$ cat src/sv/ssd_pkg.sv
`default_nettype none

package ssd_pkg;

   // Number of multiplexed digits on the display
   localparam int DigitCount = 4;

   // Request codes
   localparam logic [1:0] ReqWrite = 2'd0;
   localparam logic [1:0] ReqMode  = 2'd1;
   localparam logic [1:0] ReqTick  = 2'd2;
   localparam logic [1:0] ReqScan  = 2'd3;

   // Colon modes
   localparam logic [2:0] ColonOff       = 3'd0;
   localparam logic [2:0] ColonOn        = 3'd1;
   localparam logic [2:0] ColonSlow      = 3'd2;
   localparam logic [2:0] ColonFast      = 3'd3;
   localparam logic [2:0] ColonSuperfast = 3'd4;

   // Blink on-limits and periods in milliseconds
   localparam logic [15:0] SlowOnLimit      = 16'd500;
   localparam logic [15:0] SlowPeriod       = 16'd1000;
   localparam logic [15:0] FastOnLimit      = 16'd200;
   localparam logic [15:0] FastPeriod       = 16'd400;
   localparam logic [15:0] SuperfastOnLimit = 16'd166;
   localparam logic [15:0] SuperfastPeriod  = 16'd333;

   typedef struct packed {
      logic [1:0] req_type;
      logic [4:0] symbol_first;
      logic [4:0] symbol_second;
      logic [4:0] symbol_third;
      logic [4:0] symbol_fourth;
      logic [2:0] colon_mode_req;
   } req_payload_type;

   typedef struct packed {
      logic [2:0] segments_group_b;
      logic [5:0] segments_group_c;
      logic [1:0] digit_position;
      logic       digit_enable;
      logic       colon_lit;
   } rsp_payload_type;

   typedef struct packed {
      logic [2:0] grp_b;
      logic [5:0] grp_c;
   } seg_pattern_type;

   // Segment ROM; codes above 24 show blank
   function automatic seg_pattern_type seg_lookup(input logic [4:0] code);
      seg_pattern_type pat;
      case (code)
         5'd0:    pat = '{3'h5, 6'h36};
         5'd1:    pat = '{3'h4, 6'h02};
         5'd2:    pat = '{3'h3, 6'h26};
         5'd3:    pat = '{3'h7, 6'h06};
         5'd4:    pat = '{3'h6, 6'h12};
         5'd5:    pat = '{3'h7, 6'h14};
         5'd6:    pat = '{3'h7, 6'h34};
         5'd7:    pat = '{3'h4, 6'h06};
         5'd8:    pat = '{3'h7, 6'h36};
         5'd9:    pat = '{3'h7, 6'h16};
         5'd10:   pat = '{3'h0, 6'h00};
         5'd11:   pat = '{3'h1, 6'h30};
         5'd12:   pat = '{3'h3, 6'h34};
         5'd13:   pat = '{3'h7, 6'h22};
         5'd14:   pat = '{3'h7, 6'h30};
         5'd15:   pat = '{3'h2, 6'h34};
         5'd16:   pat = '{3'h6, 6'h36};
         5'd17:   pat = '{3'h1, 6'h34};
         5'd18:   pat = '{3'h6, 6'h32};
         5'd19:   pat = '{3'h2, 6'h20};
         5'd20:   pat = '{3'h7, 6'h20};
         5'd21:   pat = '{3'h6, 6'h20};
         5'd22:   pat = '{3'h2, 6'h36};
         5'd23:   pat = '{3'h2, 6'h00};
         5'd24:   pat = '{3'h3, 6'h30};
         default: pat = '{3'h0, 6'h00};
      endcase
      return pat;
   endfunction

   // Map a logical digit to its physical cathode position
   function automatic logic [1:0] phys_of_logical(input logic [1:0] lg);
      logic [1:0] pos;
      case (lg)
         2'd0:    pos = 2'd3;
         2'd1:    pos = 2'd1;
         2'd2:    pos = 2'd0;
         default: pos = 2'd2;
      endcase
      return pos;
   endfunction

endpackage

`default_nettype wire

$ cat src/sv/ssd_stream_if.sv
`default_nettype none

interface ssd_stream_if #(parameter type payload_type = logic);
   logic        valid;
   logic        ready;
   payload_type payload;

   modport source (output valid, output payload, input ready);
   modport sink (input valid, input payload, output ready);
endinterface

`default_nettype wire

$ cat src/sv/ssd_engine.sv
`default_nettype none

module ssd_engine (
   input  wire logic                     clock,
   input  wire logic                     reset,
   input  wire logic                     fire,
   input  wire ssd_pkg::req_payload_type item,
   output ssd_pkg::rsp_payload_type      result
);

   logic [4:0]  store_ff [ssd_pkg::DigitCount];
   logic [4:0]  store_in [ssd_pkg::DigitCount];
   logic [1:0]  scan_ff, scan_in;
   logic [15:0] timer_ff, timer_in;
   logic [2:0]  mode_ff, mode_in;
   logic        shown_ff, shown_in;
   logic [15:0] timer_step;
   logic [4:0]  code;
   ssd_pkg::seg_pattern_type pattern;

   assign timer_step = timer_ff + 16'd1;
   assign code       = store_ff[scan_ff];
   assign pattern    = ssd_pkg::seg_lookup(code);

   // Compute next state and the result for the beat in the input register
   always_comb begin
      store_in = store_ff;
      scan_in  = scan_ff;
      timer_in = timer_ff;
      mode_in  = mode_ff;
      shown_in = shown_ff;
      result   = '0;
      case (item.req_type)
         ssd_pkg::ReqWrite: begin
            store_in[3] = item.symbol_first;
            store_in[2] = item.symbol_second;
            store_in[1] = item.symbol_third;
            store_in[0] = item.symbol_fourth;
         end
         ssd_pkg::ReqMode: begin
            if (item.colon_mode_req != mode_ff) begin
               mode_in  = item.colon_mode_req;
               timer_in = '0;
            end
         end
         ssd_pkg::ReqTick: begin
            timer_in = timer_step;
            case (mode_ff)
               ssd_pkg::ColonOff: shown_in = 1'b0;
               ssd_pkg::ColonOn:  shown_in = 1'b1;
               ssd_pkg::ColonSlow: begin
                  shown_in = (timer_step < ssd_pkg::SlowOnLimit);
                  if (timer_step >= ssd_pkg::SlowPeriod) timer_in = '0;
               end
               ssd_pkg::ColonFast: begin
                  shown_in = (timer_step < ssd_pkg::FastOnLimit);
                  if (timer_step >= ssd_pkg::FastPeriod) timer_in = '0;
               end
               ssd_pkg::ColonSuperfast: begin
                  shown_in = (timer_step < ssd_pkg::SuperfastOnLimit);
                  if (timer_step >= ssd_pkg::SuperfastPeriod) timer_in = '0;
               end
               default: shown_in = shown_ff;
            endcase
         end
         default: begin
            result.segments_group_b = pattern.grp_b;
            result.segments_group_c = pattern.grp_c;
            result.digit_position   = ssd_pkg::phys_of_logical(scan_ff);
            result.digit_enable     = 1'b1;
            scan_in                 = scan_ff + 2'd1;
         end
      endcase
      // Scan shows the colon held before it; other requests show the new value
      result.colon_lit = shown_in;
   end

   // Hold display state, advance it on each processed beat
   always_ff @(posedge clock) begin
      if (reset) begin
         for (int i = 0; i < ssd_pkg::DigitCount; i++) store_ff[i] <= '0;
         scan_ff  <= '0;
         timer_ff <= '0;
         mode_ff  <= ssd_pkg::ColonOff;
         shown_ff <= 1'b0;
      end else if (fire) begin
         store_ff <= store_in;
         scan_ff  <= scan_in;
         timer_ff <= timer_in;
         mode_ff  <= mode_in;
         shown_ff <= shown_in;
      end
   end

endmodule

`default_nettype wire

$ cat src/sv/seven_segment_scan_with_colon_blink_core.sv
`default_nettype none

// Four-digit multiplexed seven-segment driver with a blinking colon. Every
// request beat (write symbols, set colon mode, millisecond tick, scan next
// digit) yields exactly one response beat, in order. The block takes one beat
// per cycle while the response side is not stalled; a beat passes an input
// register, then the state update and segment ROM lookup, then the response
// register, which presents its response. A stalled response holds its
// register while the input register still takes one more beat. Scan responses
// carry segment groups, the physical digit position and digit_enable; other
// responses report only colon_lit.

module seven_segment_scan_with_colon_blink_core (
   input wire logic     clock,
   input wire logic     reset,
   ssd_stream_if.sink   req,
   ssd_stream_if.source rsp
);

   logic                     in_valid_ff;
   ssd_pkg::req_payload_type in_item_ff;
   logic                     rsp_valid_ff;
   ssd_pkg::rsp_payload_type rsp_item_ff;
   ssd_pkg::rsp_payload_type result;
   logic                     out_open;
   logic                     fire;

   assign out_open  = !rsp_valid_ff || rsp.ready;
   assign fire      = in_valid_ff && out_open;
   assign req.ready = !in_valid_ff || out_open;

   ssd_engine engine (
      .clock  (clock),
      .reset  (reset),
      .fire   (fire),
      .item   (in_item_ff),
      .result (result)
   );

   // Hold the input beat until the response register can take its result
   always_ff @(posedge clock) begin
      if (reset) begin
         in_valid_ff <= 1'b0;
      end else if (req.ready) begin
         in_valid_ff <= req.valid;
      end
      if (req.valid && req.ready) begin
         in_item_ff <= req.payload;
      end
   end

   // Load the response register, hold it while the sink stalls
   always_ff @(posedge clock) begin
      if (reset) begin
         rsp_valid_ff <= 1'b0;
      end else if (out_open) begin
         rsp_valid_ff <= in_valid_ff;
      end
      if (fire) begin
         rsp_item_ff <= result;
      end
   end

   assign rsp.valid   = rsp_valid_ff;
   assign rsp.payload = rsp_item_ff;

endmodule

`default_nettype wire

$ cat src/flat_wrapper.sv
// flat-port wrapper written by rule: the top's interface ports become plain ports
module seven_segment_scan_with_colon_blink_core_flat 
  (clock, reset, req_valid, req_payload, req_ready, rsp_valid, rsp_payload, rsp_ready);
  ssd_stream_if #(.payload_type(ssd_pkg::req_payload_type)) req_i ();
  ssd_stream_if #(.payload_type(ssd_pkg::rsp_payload_type)) rsp_i ();
  input wire logic clock;
  input wire logic reset;
  input wire logic [$bits(req_i.valid)-1:0] req_valid;
  input wire logic [$bits(req_i.payload)-1:0] req_payload;
  output wire logic [$bits(req_i.ready)-1:0] req_ready;
  output wire logic [$bits(rsp_i.valid)-1:0] rsp_valid;
  output wire logic [$bits(rsp_i.payload)-1:0] rsp_payload;
  input wire logic [$bits(rsp_i.ready)-1:0] rsp_ready;
  assign req_i.valid = req_valid;
  assign req_i.payload = req_payload;
  assign req_ready = req_i.ready;
  assign rsp_valid = rsp_i.valid;
  assign rsp_payload = rsp_i.payload;
  assign rsp_i.ready = rsp_ready;
  seven_segment_scan_with_colon_blink_core u_core (.clock(clock), .reset(reset), .req(req_i), .rsp(rsp_i));
endmodule
$ cat config.mk
export PLATFORM = sky130hd
export DESIGN_NAME = seven_segment_scan_with_colon_blink_core_flat
export DESIGN_NICKNAME = d
export VERILOG_FILES = /design/src/sv/ssd_pkg.sv /design/src/sv/ssd_stream_if.sv /design/src/sv/ssd_engine.sv /design/src/sv/seven_segment_scan_with_colon_blink_core.sv /design/src/flat_wrapper.sv
export SDC_FILE = /design/constraint.sdc
export NUM_CORES = 1
export LEC_CHECK = 0
export ABC_AREA = 1
export BUFFER_PORTS_ARGS = -buffer_cell sky130_fd_sc_hd__buf_2
export CAP_MARGIN = 5
export CORE_MARGIN = 5
export CORE_UTILIZATION = 28
export CTS_CLUSTER_DIAMETER = 80
export DETAILED_ROUTE_END_ITERATION = 10
export GPL_ROUTABILITY_DRIVEN = 0
export PLACE_DENSITY_LB_ADDON = 0.1
export SYNTH_ARGS = -nofsm -noshare
export SYNTH_HDL_FRONTEND = slang
export SYNTH_SLANG_ARGS = --single-unit
$ cat constraint.sdc
create_clock -name clock -period 5.15 [get_ports clock]
set_input_delay 0.7725 -clock clock [delete_from_list [all_inputs] [get_ports clock]]
set_output_delay 0.7725 -clock clock [all_outputs]
set_load 0.01 [all_outputs]
==> metrics.cfg, run 1 <==
[cts]
clkSinkCount=80
holdBufCountCts=0
root_buffer=clkbuf_16
clockBufferDepth=2
numCtsBuffers=9
cts_resized=0
htree_levels=3
cts_setup_buffers=0
insertion_delay_ns=0.34
path_clk_slew_ns=0.07
cts_tree=built

[floorplan]
io_pins=44
coreArea_sq_um=15000
dieWidth_um=133
initial_core_util=0.282
row_count=45
die_h_um=133
die-area_sq_um=17700

[place]
dp_slack_ns=2.35
io_buffers=41
hpwl_um=7530
dp_cells=748
placed_area_sq_um=4610

[cells_and_area]
diodes=0
final_area_sq_um=4920
stdcell_count=764
drive_gt1_frac=0.175
fill_cells=1581
mostFrequentLayoutCell=nand2_1
layout_common_cells=117 x nand2_1, 74 x inv_1, 47 x a21oi_1
final_nets=613
area_delta_synth_final_pct=16.3

[sta]
max_slew.worst_pin.slew_ns=0.993
setup_viol=0
hold_violations=0
period_needed_ns=2.61
tns_ns=0
fin_crit_sh=0.507
max_freq_mhz=383
setup_slack_ns=2.54
rsz0062_at_grt=false
slew_headroom=0.337
clock_skew_ns=0.00881
timing.final.max_slew_violations=0

[logic_synthesis]
synth_area_leader_cell=edfxtp_1
yosysWarnings=0
netlist_area_sq_um=4230
yosys-top-cells-area=edfxtp_1 26%, dfxtp_1 21%, nand2_1 10%
synth_top_area_frac=0.255
ys_seq_area_frac=0.463
ys_ff_latch=80
synth.distinct_cells=36
synth_area_per_cell_sq_um=7.96
syn_inst=532

[grt]
antenna_found_initial=0
track_usage=0.121
grt_pass1_vias=3416
grt_max_degree=41
grt_pass1_wl_um=17100
grt_overflow=0

[critical_path]
critPathKind=reg2reg
r2r_start=u_core.engine.scan_ff[0]
cp_data_required_time_ns=5.23
arrival_ns=2.69
startpoint=u_core.engine.scan_ff[0]
end_kind=flop
cp_max_fo=17
start_kind=flop

[routing]
wl_per_cell_um=13.2
drt_wl_total_um=10100
via_count=3451
drtAntennaViolNets=0
remaining_drc_errors=0
vias_per_cell=4.52
drt_first_pass_iters=4
first_iter_violations=152

[power]
cellLeakagePower_nw=1.99
power.total_mw=1.49
powerDensity_nw_per_um2=303
peakVddDrop_mv=0.124

[hold_path]
min_path_type=reg2reg
min_from=u_core.engine.store_ff[9]

[status]
status=finished clean

[flow_run]
drv_cap=0

-- Yosys cell counts --
cell type / n
buf_4: 3
ha_1: 13
o211ai_1: 1
a211oi_1: 1
a21oi_2: 10
clkbuf_1: 10
nand3b_1: 1
xnor2_1: 3
nand2_1: 117
o21bai_1: 3
a32oi_1: 3
a21oi_1: 47
nor3_1: 4
o22ai_1: 3
inv_2: 4
nand4_1: 7
o21ai_0: 39
o21ai_1: 1
nand2_2: 7
a221oi_1: 1
nor2_2: 5
o311a_1: 1
nand2_4: 2
a31oi_1: 4
nor2_8: 1
a32oi_2: 1
conb_1: 1
nor2_1: 45
nand3_2: 10
buf_6: 1
dfxtp_1: 44
buf_2: 3
nor2_4: 1
nand3_1: 25
edfxtp_1: 36
inv_1: 74
-- critical path, cell delays in order (launching register included) --
cell and delay, ns:
dfxtp_1 0.68, nand2_1 0.10, a32oi_1 0.44, inv_1 0.25, ha_1 0.29, nand2_1 0.11
o21ai_0 0.17, o21ai_0 0.25, a31oi_1 0.06
-- metal layers --
layer  wire (um)  track usage  part of all wire
met5           0            0                 0
met2        4300        0.176              0.43
met1        5080        0.168              0.50
met4         231       0.0572             0.023
met3         449       0.0266             0.045
-- state kept, by name (all words and copies together) (netlist names) --
signal / cells
u_core.rsp.valid: 1
u_core.engine.store_ff: 20
u_core.engine.timer_ff: 16
u_core.engine.scan_ff: 2
u_core.engine.mode_ff: 3
u_core.rsp.payload: 11
u_core.engine.shown_ff: 1
u_core.in_valid_ff: 1
u_core.in_item_ff: 25
-- power by group --
group	internal (mW)	leakage [nW]	total (mW)	switching (mW)
clock network	0.386	0.150	0.666	0.280
registers	0.692	0.707	0.704	0.0116
logic	0.0407	1.14	0.123	0.0827
total	1.12	1.99	1.49	0.375
-- stage by stage --
stage	hold WS (ns)	utilization
after floorplan	0.423	-
after global placement	0.439	0.307
after detailed placement	0.439	0.307
after CTS	0.450	0.328
after global routing	0.470	0.328
final	0.444	0.328
-- cell type report --
cell class / instances / area [sq um] / share of cell area
Clock buffer: 9 / 225 / 0.0457
Clock inverter: 7 / 86.3 / 0.0175
Tap cell: 188 / 235 / 0.0478
Timing Repair Buffer: 44 / 228 / 0.0462
Inverter: 78 / 293 / 0.0595
Multi-Input combinational cell: 358 / 1900 / 0.385
Sequential cell: 80 / 1960 / 0.398
-- worst paths after layout --
| path | cells after the start | endpoint | slack (ns) |
|---|---|---|---|
| max reg2reg | 8 | u_core.rsp.payload[10] | 2.54 |
| min | 2 | u_core.engine.store_ff[9] | 0.44 |
| max | 8 | u_core.rsp.payload[10] | 2.54 |
| min reg2reg | 2 | u_core.engine.store_ff[9] | 0.44 |
-- cell families after synthesis --
logic type / after synthesis / share of synthesized area
adders and majority gates: 13 / 0.0384
buffers and inverters: 95 / 0.0896
xor gates and xnor gates: 3 / 0.00621
AOI/OAI and AO/OA: 115 / 0.157
other: 1 / 0.000886
DFF: 80 / 0.463
and+or+nand+nor: 225 / 0.244
Power figures use the tool's default switching activity.
==> inputs of run 2 (changes only) <==
==> constraint.sdc (replaced) <==
create_clock -name clock -period 2.7 [get_ports clock]
set_input_delay 0.405 -clock clock [delete_from_list [all_inputs] [get_ports clock]]
set_output_delay 0.405 -clock clock [all_outputs]
set_load 0.01 [all_outputs]
==> run 2 against run 1 <==
Net effect:
- first-iteration DRC count rose by 110%
- clock-buffer cell count unchanged
- setup slack lost 2.3 ns
- hold slack worse by 0.21 ns
- non-clock buffer count grew 9
- register-to-register slack worse by 2.3 ns
- core utilization up 0.48 points
- via count rose by 1.3%
- routed wire length grew 3.2%
- critical path type unchanged
==> metrics.cfg, run 2 (synthesis gave the netlist of run 1 again) <==
[status]
status=finished clean

[routing]
vias_per_cell=4.52
drt_wl_total_um=10400
via_count=3496
drtAntennaViolNets=0
wl_per_cell_um=13.4
drt_first_pass_iters=5
first_iter_violations=319
remaining_drc_errors=0

[grt]
grt_pass1_wl_um=16800
track_usage=0.120
grt_pass1_vias=3258
grt_overflow=0
grt_max_degree=35
antenna_found_initial=0

[place]
dp_slack_ns=0.212
placed_area_sq_um=4690
io_buffers=41
hpwl_um=7620

[sta]
tns_ns=0
rsz0062_at_grt=false
fin_crit_sh=0.916
max_freq_mhz=404
setup_viol=0
timing.final.max_slew_violations=0
period_needed_ns=2.47
setup_slack_ns=0.228
slew_headroom=0.476
max_slew.worst_pin.slew_ns=0.786
clock_skew_ns=0.00904
hold_violations=0

[cts]
root_buffer=clkbuf_16
htree_levels=3
cts_setup_buffers=0
clockBufferDepth=2
cts_tree=built
numCtsBuffers=9
cts_resized=0
clkSinkCount=80
insertion_delay_ns=0.34
path_clk_slew_ns=0.06
holdBufCountCts=0

[cells_and_area]
diodes=0
drive_gt1_frac=0.186
top_regs=u_core.in_item_ff (25), u_core.engine.store_ff (20), u_core.engine.timer_ff (16)
layout_common_cells=117 x nand2_1, 74 x inv_1, 47 x a21oi_1
mostFrequentLayoutCell=nand2_1
area_delta_synth_final_pct=18.1
regMostFlops=u_core.in_item_ff
final_area_sq_um=5000
largest_reg_flops=25
final_nets=622

[critical_path]
crit_path_top_delay_cell=ha_1
cp_data_required_time_ns=2.79
cp_cell_sequence=inv_2 -> nand2_1 -> a32oi_1 -> inv_1 -> ha_1 -> inv_1 -> nor2_1 -> o22ai_1 -> nor2_1 -> nor2_1
start_kind=flop
arrival_ns=2.56
end_kind=flop
critical_path_buf_inv_count=3
cp_top_family=compound AO/OA/AOI/OAI gates
cp_max_fo=10
crit_path_max_incr_delay_ns=0.43
critPathKind=reg2reg
crit_top_cell=nor2_1

[floorplan]
row_count=45
die_h_um=133
coreArea_sq_um=15000
die-area_sq_um=17700
dieWidth_um=133
io_pins=44
initial_core_util=0.282

[power]
cellLeakagePower_nw=2.04
peakVddDrop_mv=0.294
powerDensity_nw_per_um2=571

[flow_run]
drv_cap=0

[hold_path]
min_path_type=in2reg

-- run 2: final timing paths --
path                             start                   endpoint  slack (ns)  cells after the start
min reg2reg  u_core.engine.store_ff[1]  u_core.engine.store_ff[1]        0.45                      2
max           u_core.engine.scan_ff[0]      u_core.rsp.payload[5]        0.23                     10
min                    req_payload[11]      u_core.in_item_ff[11]        0.23                      1
max reg2reg   u_core.engine.scan_ff[0]      u_core.rsp.payload[5]        0.23                     10
-- run 2: worst register-to-register path, stage by stage, from the launching register on --
cell	delay, ns
dfxtp_1	0.42
inv_2	0.20
nand2_1	0.08
a32oi_1	0.41
inv_1	0.24
ha_1	0.43
inv_1	0.06
nor2_1	0.13
o22ai_1	0.11
nor2_1	0.10
nor2_1	0.05
-- run 2: final cells by class --
class | count | area (sq um)
clock buffers | 9 | 225
clock inverters | 7 | 78.8
fillers | 1588 | 10000
inverters | 78 | 293
multi-input cells | 358 | 1900
flip-flops and latches | 80 | 1960
well taps | 188 | 235
repair buffers | 53 | 308
-- run 2: metrics by stage --
step                 util  cells  total power [mW]  hold WS [ns]
floorplan               -    533              1.53         0.423
global placement    0.312    757              1.62         0.439
detailed placement  0.312    757              1.62         0.440
CTS                 0.332    773              2.90         0.217
global route        0.332    773              2.98         0.219
finish              0.332    773              2.85         0.234
-- run 2: routing by layer --
| metal | GRT usage | vias to the layer above | routed length (um) |
|---|---|---|---|
| met5 | 0 | - | 0 |
| met4 | 0.0491 | 0 | 210 |
| li1 | - | 1848 | - |
| met3 | 0.0251 | 16 | 511 |
| met1 | 0.172 | 1542 | 5280 |
| met2 | 0.175 | 90 | 4390 |
-- run 2: power by group --
group | total, mW | internal, mW | switching [mW]
registers | 1.34 | 1.32 | 0.0197
logic | 0.253 | 0.0873 | 0.166
clock network | 1.26 | 0.726 | 0.533
total | 2.85 | 2.13 | 0.719
==> inputs of run 3 (changes only) <==
--- a/config.mk
+++ b/config.mk
@@ -9,7 +9,7 @@
 export BUFFER_PORTS_ARGS = -buffer_cell sky130_fd_sc_hd__buf_2
 export CAP_MARGIN = 5
 export CORE_MARGIN = 5
-export CORE_UTILIZATION = 28
+export CORE_UTILIZATION = 25
 export CTS_CLUSTER_DIAMETER = 80
 export DETAILED_ROUTE_END_ITERATION = 10
 export GPL_ROUTABILITY_DRIVEN = 0
==> run 3 against run 2 <==
Net effect:
- register-to-register slack better by 0.04 ns
- hold slack better by 0.0022 ns
- setup slack better by 0.044 ns
- non-clock buffer count is 4 lower
- core utilization is 3.1 points lower
- critical path type unchanged
- clock-buffer cell count is 1 higher
- design area is 0.13% higher
- clock skew is 0.0033 ns lower
- die area is 11% higher
- largest power group unchanged
- sequential power hardly changed
==> metrics.cfg, run 3 (synthesis gave the netlist of run 1 again) <==
[floorplan]
row_count=47
io_pins=44
die_h_um=140
die-area_sq_um=19600
initial_core_util=0.255
dieWidth_um=140
coreArea_sq_um=16600

[routing]
drt_first_pass_iters=4
vias_per_cell=4.33
drtAntennaViolNets=0
via_count=3471
wl_per_cell_um=12.9
remaining_drc_errors=0
first_iter_violations=226
drt_wl_total_um=10300

[place]
placed_area_sq_um=4690
dp_cells=785
hpwl_um=7640
io_buffers=41

[power]
peakVddDrop_mv=0.260
power.total_mw=2.88
cellLeakagePower_nw=2.02
powerDensity_nw_per_um2=576

[sta]
hold_violations=0
period_needed_ns=2.43
timing.hold.ws_ns=0.237
tns_ns=0
clock_skew_ns=0.00576
slew_headroom=0.532
setup_viol=0
max_freq_mhz=412
rsz0062_at_grt=false
fin_crit_sh=0.899
timing.final.max_slew_violations=0
max_slew.worst_pin.slew_ns=0.702

[grt]
track_usage=0.110
grt_pass1_wl_um=17400
antenna_found_initial=0
grt_max_degree=41
grt_overflow=0
grt_pass1_vias=3405

[cells_and_area]
final_area_sq_um=5000
area_delta_synth_final_pct=18.2
layout_common_cells=117 x nand2_1, 74 x inv_1, 47 x a21oi_1
diodes=0
stdcell_count=801
top_regs=u_core.in_item_ff (25), u_core.engine.store_ff (20), u_core.engine.timer_ff (16)
final_nets=618
multiInputGateArea_sq_um=1900
regMostFlops=u_core.in_item_ff
drive_gt1_frac=0.184
largest_reg_flops=25
fill_cells=1814
mostFrequentLayoutCell=nand2_1
regArea_sq_um=1960

[critical_path]
start_kind=flop
cp_max_fo=12
critPathKind=reg2reg
arrival_ns=2.51
cp_data_required_time_ns=2.78
end_kind=flop
rrSetupSlack_ns=0.27

[cts]
clkSinkCount=80
numCtsBuffers=9
root_buffer=clkbuf_16
path_clk_slew_ns=0.07
htree_levels=3
cts_setup_buffers=0
clockBufferDepth=2
insertion_delay_ns=0.34
cts_tree=built

[hold_path]
min_path_type=in2reg

[status]
status=finished clean

[flow_run]
drv_cap=0

run 3: power breakdown:
part / leakage, nW / switching [mW] / internal (mW)
clock: 0.156 / 0.537 / 0.757
combinational: 1.16 / 0.161 / 0.0830
sequential: 0.707 / 0.0212 / 1.32
run 3: layout make-up:
cell class                      count  area share
Clock inverter                      6      0.0145
Sequential cell                    80       0.392
Inverter                           78      0.0585
Timing Repair Buffer               49      0.0530
Multi-Input combinational cell    358       0.379
Tap cell                          220      0.0550
Clock buffer                       10      0.0478
run 3: worst max-delay path: stages (launching register included):
cell     delay [ns]
dfxtp_1        0.33
inv_1          0.29
a21oi_1        0.07
a32oi_1        0.40
inv_1          0.24
ha_1           0.41
inv_1          0.05
nor2_1         0.12
o21ai_0        0.11
nand2_1        0.07
a21oi_1        0.07
run 3: per-stage QoR:
stage | setup slack [ns] | utilization
after global placement | 0.291 | 0.283
after global routing | 0.00455 | 0.302
after CTS | 0.148 | 0.302
after detailed placement | 0.158 | 0.283
final | 0.272 | 0.302
after floorplan | 0.524 | -
run 3: timing repair:
item / CTS / global route
resized for setup: 0 / 1
endpoints found under the setup margin: 0 / 7
hold buffers: 0 / 0
run 3: layer usage:
metal | vias to the layer above | track usage | share of wire
met1 | 1560 | 0.156 | 0.52
met5 | - | 0 | 0
met2 | 68 | 0.164 | 0.43
li1 | 1833 | - | -
met4 | 0 | 0.0444 | 0.017
met3 | 10 | 0.0198 | 0.039
run 3: path summary, 6_finish.rpt:
kind,from,endpoint,cells after the start
worst min register to register,u_core.engine.store_ff[12],u_core.engine.store_ff[12],2
worst min-delay path,req_payload[16],u_core.in_item_ff[16],1
worst max register to register,u_core.engine.scan_ff[1],u_core.rsp.payload[6],10
worst max-delay path,u_core.engine.scan_ff[1],u_core.rsp.payload[6],10
